[src/rtl/tvc_pkg.sv]
// Shared types and constants of the tracking velocity controller.
// No dependencies; used by tvc_ctrl, tvc_dpath and the top level.
package tvc_pkg;

   localparam int POS_W  = 16;                 // Q4.12 position and command
   localparam int DIFF_W = POS_W + 1;          // difference of two positions
   localparam int VEL_W  = 28;                 // difference times sample rate
   localparam int VERR_W = VEL_W + 1;          // velocity error
   localparam int SUM_W  = 32;                 // saturating error sum
   localparam int MUL_A_W = DIFF_W;            // shared multiplier operand a
   localparam int MUL_B_W = SUM_W;             // shared multiplier operand b
   localparam int PROD_W = 48;                 // largest product that can occur
   localparam int ACC_W  = PROD_W + 2;         // sum of four products
   localparam int FRAC_W = 12;

   localparam int CSR_ADDR_W = 5;
   localparam int CSR_DATA_W = 32;

   // Register indexes.
   localparam logic [2:0] REG_GAIN_POSITION  = 3'd0;
   localparam logic [2:0] REG_GAIN_INTEGRAL  = 3'd1;
   localparam logic [2:0] REG_GAIN_VEL_ERROR = 3'd2;
   localparam logic [2:0] REG_GAIN_FEEDFWD   = 3'd3;
   localparam logic [2:0] REG_SPEED_LIMIT    = 3'd4;
   localparam logic [2:0] REG_LAND_TOL       = 3'd5;
   localparam logic [2:0] REG_ARENA_HALF     = 3'd6;
   localparam logic [2:0] REG_SAMPLE_RATE    = 3'd7;

   // Fixed-point constants in Q4.12.
   localparam logic signed [POS_W-1:0] ARENA_FLOOR = 16'sd1229;
   localparam logic signed [POS_W-1:0] ARENA_CEIL  = 16'sd8192;
   localparam logic signed [DIFF_W-1:0] CLEARANCE  = -17'sd1106;
   localparam logic signed [POS_W-1:0] FALLBACK_Z  = 16'sd3072;
   localparam logic signed [POS_W-1:0] DESCENT_Z   = -16'sd410;
   localparam logic signed [POS_W-1:0] CLIMB_Z     = 16'sd819;
   localparam logic signed [POS_W-1:0] CENTRE_Z    = 16'sd4096;

   localparam logic KIND_VELOCITY = 1'b0;
   localparam logic KIND_POSITION = 1'b1;

   // Order of the operations on the shared multiplier.
   typedef enum logic [3:0] {
      OP_VEL_TX, OP_VEL_TY, OP_VEL_VX, OP_VEL_VY,
      OP_FF_X, OP_VE_X, OP_PE_X, OP_SUM_X,
      OP_FF_Y, OP_VE_Y, OP_PE_Y, OP_SUM_Y
   } mac_op_type;

   localparam logic [3:0] MAC_LAST_STEP = 4'd12;

   typedef struct packed {
      logic signed [15:0] gain_position;
      logic signed [15:0] gain_integral;
      logic signed [15:0] gain_vel_error;
      logic signed [15:0] gain_feedfwd;
      logic [14:0]        speed_limit;
      logic [14:0]        land_tol;
      logic [14:0]        arena_half;
      logic [9:0]         sample_rate;
   } cfg_type;

   typedef struct packed {
      logic       load;        // latch the request beat
      logic       prep;        // error terms, arena test, state update
      logic       issue_en;    // drive the multiplier
      mac_op_type issue_op;
      logic       consume_en;  // use the registered product
      mac_op_type consume_op;
      logic       fin_load;    // load the result register
   } cmd_type;

   typedef struct packed {
      logic centre;            // centre command instead of velocity command
   } status_type;

endpackage

[src/rtl/tvc_ctrl.sv]
// Sequencer of the tracking velocity controller: state machine and handshakes.
// Depends on tvc_pkg; drives the command struct of tvc_dpath.
module tvc_ctrl
   import tvc_pkg::*;
(
   input  logic       clock,
   input  logic       reset,
   input  logic       req_valid,
   output logic       req_stall,
   output logic       rsp_valid,
   input  logic       rsp_stall,
   input  status_type status,
   output cmd_type    cmd
);

   typedef enum logic [1:0] {S_IDLE, S_PREP, S_MAC, S_FIN} state_type;

   state_type  state_ff, state_in;
   logic [3:0] step_ff, step_in;
   logic       rsp_valid_ff, rsp_valid_in;
   logic       accept;

   assign req_stall = (state_ff != S_IDLE);
   assign accept    = req_valid && !req_stall;
   assign rsp_valid = rsp_valid_ff;

   always_comb begin
      cmd            = '0;
      cmd.load       = accept;
      cmd.prep       = (state_ff == S_PREP);
      cmd.issue_en   = (state_ff == S_MAC) && (step_ff != MAC_LAST_STEP);
      cmd.issue_op   = mac_op_type'(step_ff);
      cmd.consume_en = (state_ff == S_MAC) && (step_ff != 4'd0);
      cmd.consume_op = mac_op_type'(step_ff - 4'd1);
      cmd.fin_load   = (state_ff == S_FIN) && (!rsp_valid_ff || !rsp_stall);
   end

   always_comb begin
      state_in     = state_ff;
      step_in      = step_ff;
      rsp_valid_in = rsp_valid_ff;
      if (rsp_valid_ff && !rsp_stall) begin
         rsp_valid_in = 1'b0;
      end
      case (state_ff)
         S_IDLE: begin
            if (accept) begin
               state_in = S_PREP;
            end
         end
         S_PREP: begin
            step_in  = 4'd0;
            state_in = status.centre ? S_FIN : S_MAC;
         end
         S_MAC: begin
            step_in = step_ff + 4'd1;
            if (step_ff == MAC_LAST_STEP) begin
               state_in = S_FIN;
            end
         end
         S_FIN: begin
            if (cmd.fin_load) begin
               rsp_valid_in = 1'b1;
               state_in     = S_IDLE;
            end
         end
         default: state_in = S_IDLE;
      endcase
   end

   always_ff @(posedge clock) begin
      if (reset) begin
         state_ff     <= S_IDLE;
         step_ff      <= 4'd0;
         rsp_valid_ff <= 1'b0;
      end else begin
         state_ff     <= state_in;
         step_ff      <= step_in;
         rsp_valid_ff <= rsp_valid_in;
      end
   end

   a_accept_to_prep: assert property (@(posedge clock) disable iff (reset)
      accept |=> state_ff == S_PREP)
      else $error("accepted beat did not start preparation");

   a_step_bound: assert property (@(posedge clock) disable iff (reset)
      state_ff == S_MAC |-> step_ff <= MAC_LAST_STEP)
      else $error("multiplier step beyond last operation");

   a_mac_to_fin: assert property (@(posedge clock) disable iff (reset)
      (state_ff == S_MAC && step_ff == MAC_LAST_STEP) |=> state_ff == S_FIN)
      else $error("multiply sequence did not finish");

   a_fin_valid: assert property (@(posedge clock) disable iff (reset)
      cmd.fin_load |=> rsp_valid_ff && state_ff == S_IDLE)
      else $error("result load did not raise response valid");

endmodule

[src/rtl/tvc_dpath.sv]
// Datapath of the tracking velocity controller: history, error terms, one
// shared multiplier with accumulator, and the result register. Uses tvc_pkg.
module tvc_dpath
   import tvc_pkg::*;
(
   input  logic                     clock,
   input  logic                     reset,
   input  cfg_type                  cfg,
   input  cmd_type                  cmd,
   output status_type               status,
   input  logic signed [POS_W-1:0]  req_target_x,
   input  logic signed [POS_W-1:0]  req_target_y,
   input  logic signed [POS_W-1:0]  req_target_z,
   input  logic signed [POS_W-1:0]  req_vehicle_x,
   input  logic signed [POS_W-1:0]  req_vehicle_y,
   input  logic signed [POS_W-1:0]  req_vehicle_z,
   output logic                     rsp_command_kind,
   output logic signed [POS_W-1:0]  rsp_cmd_x,
   output logic signed [POS_W-1:0]  rsp_cmd_y,
   output logic signed [POS_W-1:0]  rsp_cmd_z,
   output logic                     rsp_aborted
);

   // Latched request.
   logic signed [POS_W-1:0] tx_ff, ty_ff, tz_ff, vx_ff, vy_ff, vz_ff;
   // Controller state kept across beats.
   logic signed [POS_W-1:0] ptx_ff, pty_ff, pvx_ff, pvy_ff;
   logic signed [VEL_W-1:0] tvx_ff, tvy_ff, vvx_ff, vvy_ff;
   logic signed [SUM_W-1:0] sumx_ff, sumy_ff, sumx_in, sumy_in;
   logic                    clear_flag_ff, abort_ff, primed_ff;
   // Per-beat working registers.
   logic signed [DIFF_W-1:0] ex_ff, ey_ff, dtx_ff, dty_ff, dvx_ff, dvy_ff;
   logic signed [VERR_W-1:0] evx_ff, evy_ff;
   logic                     centre_ff, descend_ff, climb_ff;
   logic signed [PROD_W-1:0] prod_ff;
   logic signed [ACC_W-1:0]  acc_ff;
   logic signed [POS_W-1:0]  cmdx_ff;

   // Preparation logic.
   logic signed [POS_W-1:0]  ptx, pty, pvx, pvy;
   logic signed [DIFF_W-1:0] ex, ey, ez;
   logic signed [DIFF_W:0]   aw, tol;
   logic                     in_arena, near_x, near_y, flag_set, climb;

   function automatic logic signed [SUM_W-1:0] sat_add(
      input logic signed [SUM_W-1:0]  a,
      input logic signed [DIFF_W-1:0] b
   );
      logic signed [SUM_W:0] s;
      s = {a[SUM_W-1], a} + (SUM_W+1)'(b);
      if (s[SUM_W] != s[SUM_W-1]) begin
         sat_add = s[SUM_W] ? {1'b1, {(SUM_W-1){1'b0}}} : {1'b0, {(SUM_W-1){1'b1}}};
      end else begin
         sat_add = s[SUM_W-1:0];
      end
   endfunction

   function automatic logic signed [POS_W-1:0] clamp(
      input logic signed [ACC_W-1:0] acc,
      input logic [14:0]             lim
   );
      logic signed [ACC_W-FRAC_W-1:0] sh;
      logic signed [ACC_W-FRAC_W-1:0] hi;
      sh = acc[ACC_W-1:FRAC_W];
      hi = (ACC_W-FRAC_W)'({1'b0, lim});
      if (sh > hi) begin
         clamp = POS_W'(hi);
      end else if (sh < -hi) begin
         clamp = POS_W'(-hi);
      end else begin
         clamp = sh[POS_W-1:0];
      end
   endfunction

   always_comb begin
      // The first beat after reset seeds the history with its own positions.
      ptx = primed_ff ? ptx_ff : tx_ff;
      pty = primed_ff ? pty_ff : ty_ff;
      pvx = primed_ff ? pvx_ff : vx_ff;
      pvy = primed_ff ? pvy_ff : vy_ff;
      ex  = DIFF_W'(tx_ff) - DIFF_W'(vx_ff);
      ey  = DIFF_W'(ty_ff) - DIFF_W'(vy_ff);
      ez  = DIFF_W'(tz_ff) - DIFF_W'(vz_ff);
      sumx_in = sat_add(sumx_ff, ex);
      sumy_in = sat_add(sumy_ff, ey);
      aw  = (DIFF_W+1)'({1'b0, cfg.arena_half});
      tol = (DIFF_W+1)'({1'b0, cfg.land_tol});
      in_arena = ((DIFF_W+1)'(vx_ff) < aw) && ((DIFF_W+1)'(vx_ff) > -aw) &&
                 ((DIFF_W+1)'(vy_ff) < aw) && ((DIFF_W+1)'(vy_ff) > -aw) &&
                 (vz_ff < ARENA_CEIL) && (vz_ff > ARENA_FLOOR);
      near_x   = ((DIFF_W+1)'(ex) < tol) && ((DIFF_W+1)'(ex) > -tol);
      near_y   = ((DIFF_W+1)'(ey) < tol) && ((DIFF_W+1)'(ey) > -tol);
      flag_set = (ez > CLEARANCE) || clear_flag_ff;
      climb    = (vz_ff < FALLBACK_Z) && flag_set;
      status.centre = abort_ff || !in_arena;
   end

   // Shared multiplier operands.
   logic signed [MUL_A_W-1:0]         mul_a;
   logic signed [MUL_B_W-1:0]         mul_b;
   logic signed [MUL_A_W+MUL_B_W-1:0] mul_p;
   logic signed [MUL_B_W-1:0]         rate_b;

   assign rate_b = MUL_B_W'({1'b0, cfg.sample_rate});

   always_comb begin
      mul_a = '0;
      mul_b = '0;
      case (cmd.issue_op)
         OP_VEL_TX: begin mul_a = dtx_ff; mul_b = rate_b; end
         OP_VEL_TY: begin mul_a = dty_ff; mul_b = rate_b; end
         OP_VEL_VX: begin mul_a = dvx_ff; mul_b = rate_b; end
         OP_VEL_VY: begin mul_a = dvy_ff; mul_b = rate_b; end
         OP_FF_X: begin
            mul_a = MUL_A_W'(cfg.gain_feedfwd);   mul_b = MUL_B_W'(tvx_ff);
         end
         OP_VE_X: begin
            mul_a = MUL_A_W'(cfg.gain_vel_error); mul_b = MUL_B_W'(evx_ff);
         end
         OP_PE_X: begin
            mul_a = MUL_A_W'(cfg.gain_position);  mul_b = MUL_B_W'(ex_ff);
         end
         OP_SUM_X: begin
            mul_a = MUL_A_W'(cfg.gain_integral);  mul_b = sumx_ff;
         end
         OP_FF_Y: begin
            mul_a = MUL_A_W'(cfg.gain_feedfwd);   mul_b = MUL_B_W'(tvy_ff);
         end
         OP_VE_Y: begin
            mul_a = MUL_A_W'(cfg.gain_vel_error); mul_b = MUL_B_W'(evy_ff);
         end
         OP_PE_Y: begin
            mul_a = MUL_A_W'(cfg.gain_position);  mul_b = MUL_B_W'(ey_ff);
         end
         OP_SUM_Y: begin
            mul_a = MUL_A_W'(cfg.gain_integral);  mul_b = sumy_ff;
         end
         default: begin
            mul_a = '0;
            mul_b = '0;
         end
      endcase
      mul_p = mul_a * mul_b;
   end

   // Payload registers: no reset needed.
   always_ff @(posedge clock) begin
      if (cmd.load) begin
         tx_ff <= req_target_x;
         ty_ff <= req_target_y;
         tz_ff <= req_target_z;
         vx_ff <= req_vehicle_x;
         vy_ff <= req_vehicle_y;
         vz_ff <= req_vehicle_z;
      end
      if (cmd.prep) begin
         ex_ff      <= ex;
         ey_ff      <= ey;
         evx_ff     <= VERR_W'(tvx_ff) - VERR_W'(vvx_ff);
         evy_ff     <= VERR_W'(tvy_ff) - VERR_W'(vvy_ff);
         dtx_ff     <= DIFF_W'(tx_ff) - DIFF_W'(ptx);
         dty_ff     <= DIFF_W'(ty_ff) - DIFF_W'(pty);
         dvx_ff     <= DIFF_W'(vx_ff) - DIFF_W'(pvx);
         dvy_ff     <= DIFF_W'(vy_ff) - DIFF_W'(pvy);
         centre_ff  <= status.centre;
         descend_ff <= near_x && near_y;
         climb_ff   <= climb;
      end
      if (cmd.issue_en) begin
         prod_ff <= mul_p[PROD_W-1:0];
      end
      if (cmd.consume_en) begin
         case (cmd.consume_op)
            OP_FF_X: acc_ff <= ACC_W'(prod_ff);
            OP_FF_Y: begin
               acc_ff  <= ACC_W'(prod_ff);
               cmdx_ff <= clamp(acc_ff, cfg.speed_limit);
            end
            OP_VE_X, OP_PE_X, OP_SUM_X, OP_VE_Y, OP_PE_Y, OP_SUM_Y:
               acc_ff <= acc_ff + ACC_W'(prod_ff);
            default: acc_ff <= acc_ff;
         endcase
      end
      if (cmd.fin_load) begin
         if (centre_ff) begin
            rsp_command_kind <= KIND_POSITION;
            rsp_cmd_x        <= '0;
            rsp_cmd_y        <= '0;
            rsp_cmd_z        <= CENTRE_Z;
            rsp_aborted      <= 1'b1;
         end else if (climb_ff) begin
            rsp_command_kind <= KIND_VELOCITY;
            rsp_cmd_x        <= '0;
            rsp_cmd_y        <= '0;
            rsp_cmd_z        <= CLIMB_Z;
            rsp_aborted      <= 1'b0;
         end else begin
            rsp_command_kind <= KIND_VELOCITY;
            rsp_cmd_x        <= cmdx_ff;
            rsp_cmd_y        <= clamp(acc_ff, cfg.speed_limit);
            rsp_cmd_z        <= descend_ff ? DESCENT_Z : '0;
            rsp_aborted      <= 1'b0;
         end
      end
   end

   // Controller state that persists between beats.
   always_ff @(posedge clock) begin
      if (reset) begin
         ptx_ff <= '0; pty_ff <= '0; pvx_ff <= '0; pvy_ff <= '0;
         tvx_ff <= '0; tvy_ff <= '0; vvx_ff <= '0; vvy_ff <= '0;
         sumx_ff       <= '0;
         sumy_ff       <= '0;
         clear_flag_ff <= 1'b0;
         abort_ff      <= 1'b0;
         primed_ff     <= 1'b0;
      end else begin
         if (cmd.prep && !abort_ff) begin
            primed_ff <= 1'b1;
            sumx_ff   <= sumx_in;
            sumy_ff   <= sumy_in;
            if (!in_arena) begin
               abort_ff <= 1'b1;
            end else begin
               ptx_ff        <= tx_ff;
               pty_ff        <= ty_ff;
               pvx_ff        <= vx_ff;
               pvy_ff        <= vy_ff;
               clear_flag_ff <= climb;
            end
         end
         if (cmd.consume_en) begin
            case (cmd.consume_op)
               OP_VEL_TX: tvx_ff <= prod_ff[VEL_W-1:0];
               OP_VEL_TY: tvy_ff <= prod_ff[VEL_W-1:0];
               OP_VEL_VX: vvx_ff <= prod_ff[VEL_W-1:0];
               OP_VEL_VY: vvy_ff <= prod_ff[VEL_W-1:0];
               default:   tvx_ff <= tvx_ff;
            endcase
         end
      end
   end

endmodule

[src/rtl/tracking_velocity_controller_core.sv]
// Top level of the tracking velocity controller: register file and wiring.
// Depends on tvc_pkg, tvc_ctrl and tvc_dpath.
// A velocity command passes through preparation, the multiply steps and the
// result load; a centre command (abort) skips the multiply steps. One multiplier is
// shared by twelve products. A new beat is taken only once the previous command
// is in the result register, and a held response stalls that load.
// Reset is synchronous and active high; it restores register defaults and
// clears history, sums and flags.
module tracking_velocity_controller_core
   import tvc_pkg::*;
(
   input  logic                    clock,
   input  logic                    reset,
   // Request channel: one beat per control tick.
   input  logic                    req_valid,
   output logic                    req_stall,
   input  logic signed [POS_W-1:0] req_target_x,
   input  logic signed [POS_W-1:0] req_target_y,
   input  logic signed [POS_W-1:0] req_target_z,
   input  logic signed [POS_W-1:0] req_vehicle_x,
   input  logic signed [POS_W-1:0] req_vehicle_y,
   input  logic signed [POS_W-1:0] req_vehicle_z,
   // Response channel: one command beat per request beat.
   output logic                    rsp_valid,
   input  logic                    rsp_stall,
   output logic                    rsp_command_kind,
   output logic signed [POS_W-1:0] rsp_cmd_x,
   output logic signed [POS_W-1:0] rsp_cmd_y,
   output logic signed [POS_W-1:0] rsp_cmd_z,
   output logic                    rsp_aborted,
   // Configuration port.
   input  logic                    csr_psel,
   input  logic                    csr_penable,
   input  logic                    csr_pwrite,
   input  logic [CSR_ADDR_W-1:0]   csr_paddr,
   input  logic [CSR_DATA_W-1:0]   csr_pwdata,
   output logic [CSR_DATA_W-1:0]   csr_prdata,
   output logic                    csr_pready
);

   // The register file. Registers sit on 32-bit word addresses, so the word
   // index is the address with its two byte bits dropped. Writes take effect
   // on the access phase; the port never inserts wait states.
   cfg_type    cfg_ff;
   logic [2:0] reg_index;
   logic       csr_write;

   assign reg_index  = csr_paddr[CSR_ADDR_W-1:2];
   assign csr_write  = csr_psel && csr_penable && csr_pwrite;
   assign csr_pready = 1'b1;

   always_ff @(posedge clock) begin
      if (reset) begin
         cfg_ff.gain_position  <= 16'sd5734;
         cfg_ff.gain_integral  <= 16'sd0;
         cfg_ff.gain_vel_error <= 16'sd0;
         cfg_ff.gain_feedfwd   <= 16'sd4096;
         cfg_ff.speed_limit    <= 15'd1434;
         cfg_ff.land_tol       <= 15'd164;
         cfg_ff.arena_half     <= 15'd6144;
         cfg_ff.sample_rate    <= 10'd25;
      end else if (csr_write) begin
         case (reg_index)
            REG_GAIN_POSITION:  cfg_ff.gain_position  <= csr_pwdata[15:0];
            REG_GAIN_INTEGRAL:  cfg_ff.gain_integral  <= csr_pwdata[15:0];
            REG_GAIN_VEL_ERROR: cfg_ff.gain_vel_error <= csr_pwdata[15:0];
            REG_GAIN_FEEDFWD:   cfg_ff.gain_feedfwd   <= csr_pwdata[15:0];
            REG_SPEED_LIMIT:    cfg_ff.speed_limit    <= csr_pwdata[14:0];
            REG_LAND_TOL:       cfg_ff.land_tol       <= csr_pwdata[14:0];
            REG_ARENA_HALF:     cfg_ff.arena_half     <= csr_pwdata[14:0];
            REG_SAMPLE_RATE:    cfg_ff.sample_rate    <= csr_pwdata[9:0];
            default:            cfg_ff                <= cfg_ff;
         endcase
      end
   end

   // Read data is the raw register contents, zero extended to the bus.
   always_comb begin
      case (reg_index)
         REG_GAIN_POSITION:  csr_prdata = CSR_DATA_W'({1'b0, cfg_ff.gain_position});
         REG_GAIN_INTEGRAL:  csr_prdata = CSR_DATA_W'({1'b0, cfg_ff.gain_integral});
         REG_GAIN_VEL_ERROR: csr_prdata = CSR_DATA_W'({1'b0, cfg_ff.gain_vel_error});
         REG_GAIN_FEEDFWD:   csr_prdata = CSR_DATA_W'({1'b0, cfg_ff.gain_feedfwd});
         REG_SPEED_LIMIT:    csr_prdata = CSR_DATA_W'(cfg_ff.speed_limit);
         REG_LAND_TOL:       csr_prdata = CSR_DATA_W'(cfg_ff.land_tol);
         REG_ARENA_HALF:     csr_prdata = CSR_DATA_W'(cfg_ff.arena_half);
         REG_SAMPLE_RATE:    csr_prdata = CSR_DATA_W'(cfg_ff.sample_rate);
         default:            csr_prdata = '0;
      endcase
   end

   // The sequencer steps through preparation, the twelve products on the shared
   // multiplier and the result load. The datapath reports only whether the beat
   // ends in the centre command, which skips the multiply phase.
   cmd_type    cmd;
   status_type status;

   tvc_ctrl u_ctrl (
      .clock     (clock),
      .reset     (reset),
      .req_valid (req_valid),
      .req_stall (req_stall),
      .rsp_valid (rsp_valid),
      .rsp_stall (rsp_stall),
      .status    (status),
      .cmd       (cmd)
   );

   // The datapath holds the tick history, the velocity estimates, the error
   // sums and the latched abort, plus the result register. The result
   // register lets a finished command wait while the next beat is taken.
   tvc_dpath u_dpath (
      .clock            (clock),
      .reset            (reset),
      .cfg              (cfg_ff),
      .cmd              (cmd),
      .status           (status),
      .req_target_x     (req_target_x),
      .req_target_y     (req_target_y),
      .req_target_z     (req_target_z),
      .req_vehicle_x    (req_vehicle_x),
      .req_vehicle_y    (req_vehicle_y),
      .req_vehicle_z    (req_vehicle_z),
      .rsp_command_kind (rsp_command_kind),
      .rsp_cmd_x        (rsp_cmd_x),
      .rsp_cmd_y        (rsp_cmd_y),
      .rsp_cmd_z        (rsp_cmd_z),
      .rsp_aborted      (rsp_aborted)
   );

endmodule
[config.mk]
export PLATFORM = sky130hd
export DESIGN_NAME = tracking_velocity_controller_core
export DESIGN_NICKNAME = d
export VERILOG_FILES = /design/src/rtl/tvc_pkg.sv /design/src/rtl/tvc_ctrl.sv /design/src/rtl/tvc_dpath.sv /design/src/rtl/tracking_velocity_controller_core.sv
export SDC_FILE = /design/constraint.sdc
export NUM_CORES = 2
export LEC_CHECK = 0
export ABC_AREA = 1
export BUFFER_PORTS_ARGS = -buffer_cell sky130_fd_sc_hd__buf_2
export CORE_ASPECT_RATIO = 1.2
export CORE_MARGIN = 2
export CORE_UTILIZATION = 25
export CTS_BUF_LIST = sky130_fd_sc_hd__clkbuf_8
export DETAILED_ROUTE_END_ITERATION = 8
export MAX_ROUTING_LAYER = met4
export PLACE_DENSITY = 0.4
export RECOVER_POWER = 50
export SLEW_MARGIN = 10
export SYNTH_ARGS = -nofsm -noshare
export SYNTH_HDL_FRONTEND = slang
export SYNTH_HIERARCHICAL = 1
export SYNTH_SLANG_ARGS = --single-unit
[constraint.sdc]
create_clock -name clock -period 8.9 [get_ports clock]
set_input_delay 0.445 -clock clock [delete_from_list [all_inputs] [get_ports clock]]
set_output_delay 0.445 -clock clock [all_outputs]
set_load 0.05 [all_outputs]
[Word level (Yosys, flattened, before mapping)]
Cells that the tools add are included.
Storage, ports and cells
  bits in registers: 791
  bits of input ports: 140
  output and inout port bits: 85
  logic and storage cells: 205
Operators by class
  add/sub/neg operators: 17
  $mul: 1
  magnitude comparators: 14
  equality and inequality tests: 39
  muxes and demuxes: 26
  bitwise gates (word level): 1
  reductions and logical operators: 58
Operators by type and width (count)
  $pmux W32 S9: 1
  $pmux W32 S8: 1
  $pmux W17 S8: 1
  $mux W32: 4
  $sub A16 B16 Y17: 7
  $mux W16: 7
  $pmux W50 S2: 1
  $add A32 B17 Y33: 2
  $sub A28 B28 Y29: 2
  $add A50 B48 Y50: 1
  $mul A17 B32 Y48: 1
  $gt A38 B16 Y1: 1
  $lt A38 B38 Y1: 1
  $neg A15 Y38: 1
  $eq A4 B4 Y1 const B: 9
  $gt A16 B18 Y1: 2
  $gt A17 B18 Y1: 2
  $neg A15 Y18: 2
  $lt A17 B16 Y1: 2
  $eq A4 B3 Y1 const B: 8
  $lt A16 B16 Y1: 2
  $reduce_and A2 Y1: 16
  $gt A17 B12 Y1 const B: 1
  $logic_and A1 B1 Y1: 17
  other kinds (33): 64

[Depth between registers and ports, before layout]
  depth after elaboration: 11
  depth in mapped cells: 40
  mapped depth without buffers: 38

[By module]
The synthesis kept the hierarchy.
Modules (own cells, without submodules)
  tvc_dpath: instances 1, cells an instance 8144, area each 65033.6 um^2, sequential area each 17176.5 um^2
  tracking_velocity_controller_core: instances 1, cells an instance 816, area each 5579.1 um^2, sequential area each 2382.3 um^2
  tvc_ctrl: instances 1, cells an instance 72, area each 501.7 um^2, sequential area each 140.1 um^2

[Least setup slack after synthesis]
Ideal clock, no wire load.
  path kind: register to register
  start point: reg u_ctrl.step_ff[3]
  end point: reg u_dpath.prod_ff[43] (data pin)
  library setup time: 0.260 ns
  arrival: 6.750 ns
  required time: 8.640 ns
  path slack: 1.890 ns
  stages on the path, launching flop included: 27
  buffers on the path: 2
  period minus slack after synthesis: 7.010 ns
  cell sequence: dfxtp_1 -> nand2_4 -> nor2_4 -> nor2_1 -> inv_2 -> clkbuf_1 -> a221oi_1 -> nand2_1 -> inv_2 -> buf_2 -> nor2_1 -> fa_1 -> fa_1 -> inv_1 -> fa_1 -> fa_1 -> fa_1 -> fa_1 -> inv_1 -> ha_1 -> nand2_1 -> nor2_1 -> inv_1 -> nor4_1 -> nand3_1 -> nand3_1 -> xor2_1
Between the ends
  longest elaborated chain between the ends: 4
  elaborated cells between the ends (all ways): 20
  those cells by class: mul (1); eq/ne (11); mux (2); reduce/logical (6)
RTL lines
  start: declaration: RTL line tvc_ctrl.sv:19  | logic [3:0] step_ff, step_in;
  start signal: assignment: RTL line tvc_ctrl.sv:78  | step_ff <= step_in;
  $eq A4 B1 Y1, or another cell as far along: RTL line tvc_dpath.sv:109  | case (cmd.issue_op)
  $reduce_or A4 Y1 (no line) or $reduce_or A2 Y1 (tied branches)
  $pmux W32 S9 or $pmux W17 S8 (tied branches): RTL line tvc_dpath.sv:109
  $mul A17 B32 Y48 (*): RTL line tvc_dpath.sv:143  | mul_p = mul_a * mul_b;
  named net u_dpath.mul_p[43]: RTL line tvc_dpath.sv:101  | logic signed [MUL_A_W+MUL_B_W-1:0] mul_p;
  end signal: assignment: RTL line tvc_dpath.sv:170  | prod_ff <= mul_p[PROD_W-1:0];
  end: declaration: RTL line tvc_dpath.sv:35  | logic signed [PROD_W-1:0] prod_ff;
The timed path passes the listed nets; every way through them passes the cells marked *.
A chain may end at the register's enable or synchronous reset.

[Final worst setup path]
  start point: reg u_ctrl.step_ff[0]
  end point: reg u_dpath.prod_ff[32] (data pin)
Same word-level chain as after synthesis.

==> results.yml <==
synth:
  ys_types: 73
  synth_xor_area_share_pct: 3.53
  synth.area.mux_share_pct: 0
  synth_area_um2: 71100
  synth_fa_ha_area_share_pct: 25.1
  ys_top_cells_by_count: "nand2_1, inv_1, nor2_1, a21oi_1, o21ai_0"
  ys_seq_area_share_pct: 27.7
  synth-compound-area-share_pct: 13.1
  avgSynthCellArea_um2: 7.87
  synth_top_flop_cell: "edfxtp_1"
  yosysTopAreaCellShare_pct: 17.3
  ys_ff_latch: 779
  synth_top_area_cell: "edfxtp_1"
  synthTopCellsByArea: "edfxtp_1, fa_1, dfxtp_1"
  synth_edf_count: 410
  synthArstFlopShare_pct: 0
  synth-simple-area-share_pct: 20.0
  synth_top_family_by_area: "adder cells"
  yosysMostFrequentCell: "nand2_1"
  ys_warn_count: 6
  syn_inst: 9032
timing:
  fin_skew_ns: 0.0886
  fin_tns_setup_ns: 0
  tightest_slew_ns: 6.79
  setup_viol: 0
  min_period_ns: 8.44
  fin_crit_sh_pct: 94.8
  grt_setup_unrepaired: "no"
  final-max-slew-violation-count: 599
  hold_viol_final: 0
  timing.slew.headroom_pct: -353
  fmax_ghz: 0.118
grt:
  grt_max_degree: 103
  grt_overflow: 0
  grt_use_total_pct: 20.5
  grt_pass1_wl_um: 427000
  grt_pass1_vias: 64175
  antenna_found_initial: 18
setup_path:
  cpPeakStageDelay_ns: 0.55
  reg2reg_slack_ns: 0.46
  critPathMaxFanout: 12
  cp_top_family: "adder cells"
  path_common_cell: "fa_1"
  cpMaxStageDelayCell: "fa_1"
  cp-end-kind: "register"
  required_ns: 9.54
  critical_path_class: "reg -> reg"
  cp.arrival_ns: 9.09
  worstSetupStartpointType: "register"
  cp_num_buf_inv: 12
clock_network:
  cts_buffers: 162
  cts_tree: "built"
  clk_pin_slew_worst_paths_ns: 0.06
  cts_sinks: 779
  clockBufferDepth: 3
  worstSkewPairLatency_ns: 0.97
  root_buffer: "clkbuf_8"
  cts.htree.levels: 4
floorplan:
  io_pins: 225
  dieWidth_um: 491
  die_y_um: 588
  initial_core_util_pct: 25.1
  fp.dieArea_um2: 289000
  core_area_um2: 283000
  rows: 214
routing:
  dr.pass1.iters: 8
  dr_wl_met2_um: 152000
  ant_nets: 0
  routedWlPerCell_um: 21.7
  routed_via_density: 4.65
  num_vias: 63008
  drt-met1-wl_um: 118000
  route.met3.wl_um: 9340
  routed_wl_um: 294000
  drt_iter0_markers: 3947
  dr.max_layer_used: "met4"
  drc: 0
layout:
  fin_nets: 10847
  drive_above_1_share_pct: 9.57
  fillers: 30646
  final_cells: 13538
  areaGrowthSynthToFinish_pct: 16.7
run:
  maxCapViolations: 11
status:
  status: "finished with violations"
  violations: "max-capacitance violations, max-slew violations"
power_and_ir_drop:
  power_density_nw_per_um2: 418
  irDropWorstVdd_mv: 0.652
  p_total_w: 0.0347
  leakage_nw: 39.1
placed_design:
  placed_cells: 13097
  port_buffers: 187
  gp_congestion: 0.948
  place.detailed.hpwl_um: 238000
hold_path:
  hold_class: "in -> reg"
metal layers:
layer	global-route usage, %	up-vias
met5	-	-
met4	9.05	0
met3	1.85	442
met2	37.0	1511
met1	23.0	30590
li1	-	30465
tightest hold or removal path, stage by stage:
cell and delay (ns):
buf_2 0.15, inv_1 0.06, nand2_1 0.04, nand2_1 0.13, nor2_4 0.06, nor2_1 0.08, nor2_1 0.05
sequential cells by signal (all words and copies together), names as in the netlist, 28 cells and up:
signal	flops
u_dpath/acc_ff	50
u_dpath/tvx_ff	28
u_dpath/prod_ff	48
u_dpath/evx_ff	29
u_dpath/vvy_ff	28
u_dpath/sumx_ff	32
cfg_ff	119
u_dpath/vvx_ff	28
u_dpath/tvy_ff	28
u_dpath/sumy_ff	32
u_dpath/evy_ff	29
where the power goes:
part	switching [W]	total [W]	internal, W
registers	0.000753	0.00616	0.00540
clock network	0.00192	0.00417	0.00225
logic	0.0155	0.0243	0.00885
cells in the final DEF (no fill, tap or decap), types with 15 or more instances in the layout:
master	synthesis	routed
o211ai_1	18	18
a211oi_1	15	15
nand3_1	305	306
buf_4	53	362
o21ai_0	605	610
clkinv_2	0	29
buf_2	93	133
ha_1	585	585
xnor2_1	73	73
xor2_1	212	212
a32o_1	16	16
nor3_1	96	96
fa_1	527	527
conb_1	3	19
inv_1	1493	1540
buf_12	1	20
nor2_1	896	901
o21bai_1	38	38
a221oi_1	50	49
edfxtp_1	410	410
a21o_1	46	46
diode_2	0	24
a21oi_2	21	21
a31oi_1	49	49
nor4_1	33	29
clkbuf_8	0	179
clkbuf_1	135	64
o21a_1	16	16
nand4_1	119	119
nand3b_1	32	32
dfxtp_1	369	369
a21boi_0	22	25
nand2_1	1768	1770
inv_2	45	38
or2_2	22	22
clkinv_1	2	27
dlygate4sd3_1	0	114
a21oi_1	641	639
final timing paths:
path | from | endpoint | cells after the start
min | req_valid | u_ctrl/state_ff[0] | 7
min reg2reg | u_dpath/vvy_ff[5] | u_dpath/vvy_ff[5] | 2
max | u_ctrl/step_ff[0] | u_dpath/prod_ff[32] | 32
max reg2reg | u_ctrl/step_ff[0] | u_dpath/prod_ff[32] | 32
area by class of cell:
type	count	area (µm²)	share of cell area [%]
clock buffers	179	2460	2.97
well taps	3780	4730	5.70
repair buffers	694	5170	6.23
clock inverters	124	1020	1.24
diodes	24	60.1	0.0724
inverters	1541	5790	6.98
flip-flops and latches	779	19700	23.7
multi-input cells	6417	44000	53.1
logic make-up after synthesis:
logic type               count (synthesis)
AND/OR/NAND/NOR                       3366
buffers and inverters                 1852
AO/OA/AOI/OAI                         1634
adder cells (fa/ha/maj)               1112
flip-flops                             779
XOR/XNOR                               286
other                                    3
stage by stage:
step	utilization [%]	hold WS, ns	instance area [µm²]	setup slack (ns)
floorplan	-	0.427	71200	1.89
global placement	27.7	0.440	78500	0.315
detailed placement	27.7	0.451	78500	0.289
CTS	29.4	0.0498	83200	0.316
global route	29.3	0.136	83000	0.0664
finish	29.3	0.181	83000	0.459
what timing repair did:
item	4_1_cts	5_1_grt
endpoints found under the setup margin	0	4
resized for setup	0	1
setup buffers	0	0
hold endpoints to repair	202	0
hold buffers	114	0
(Power assumes the default switching activity.)
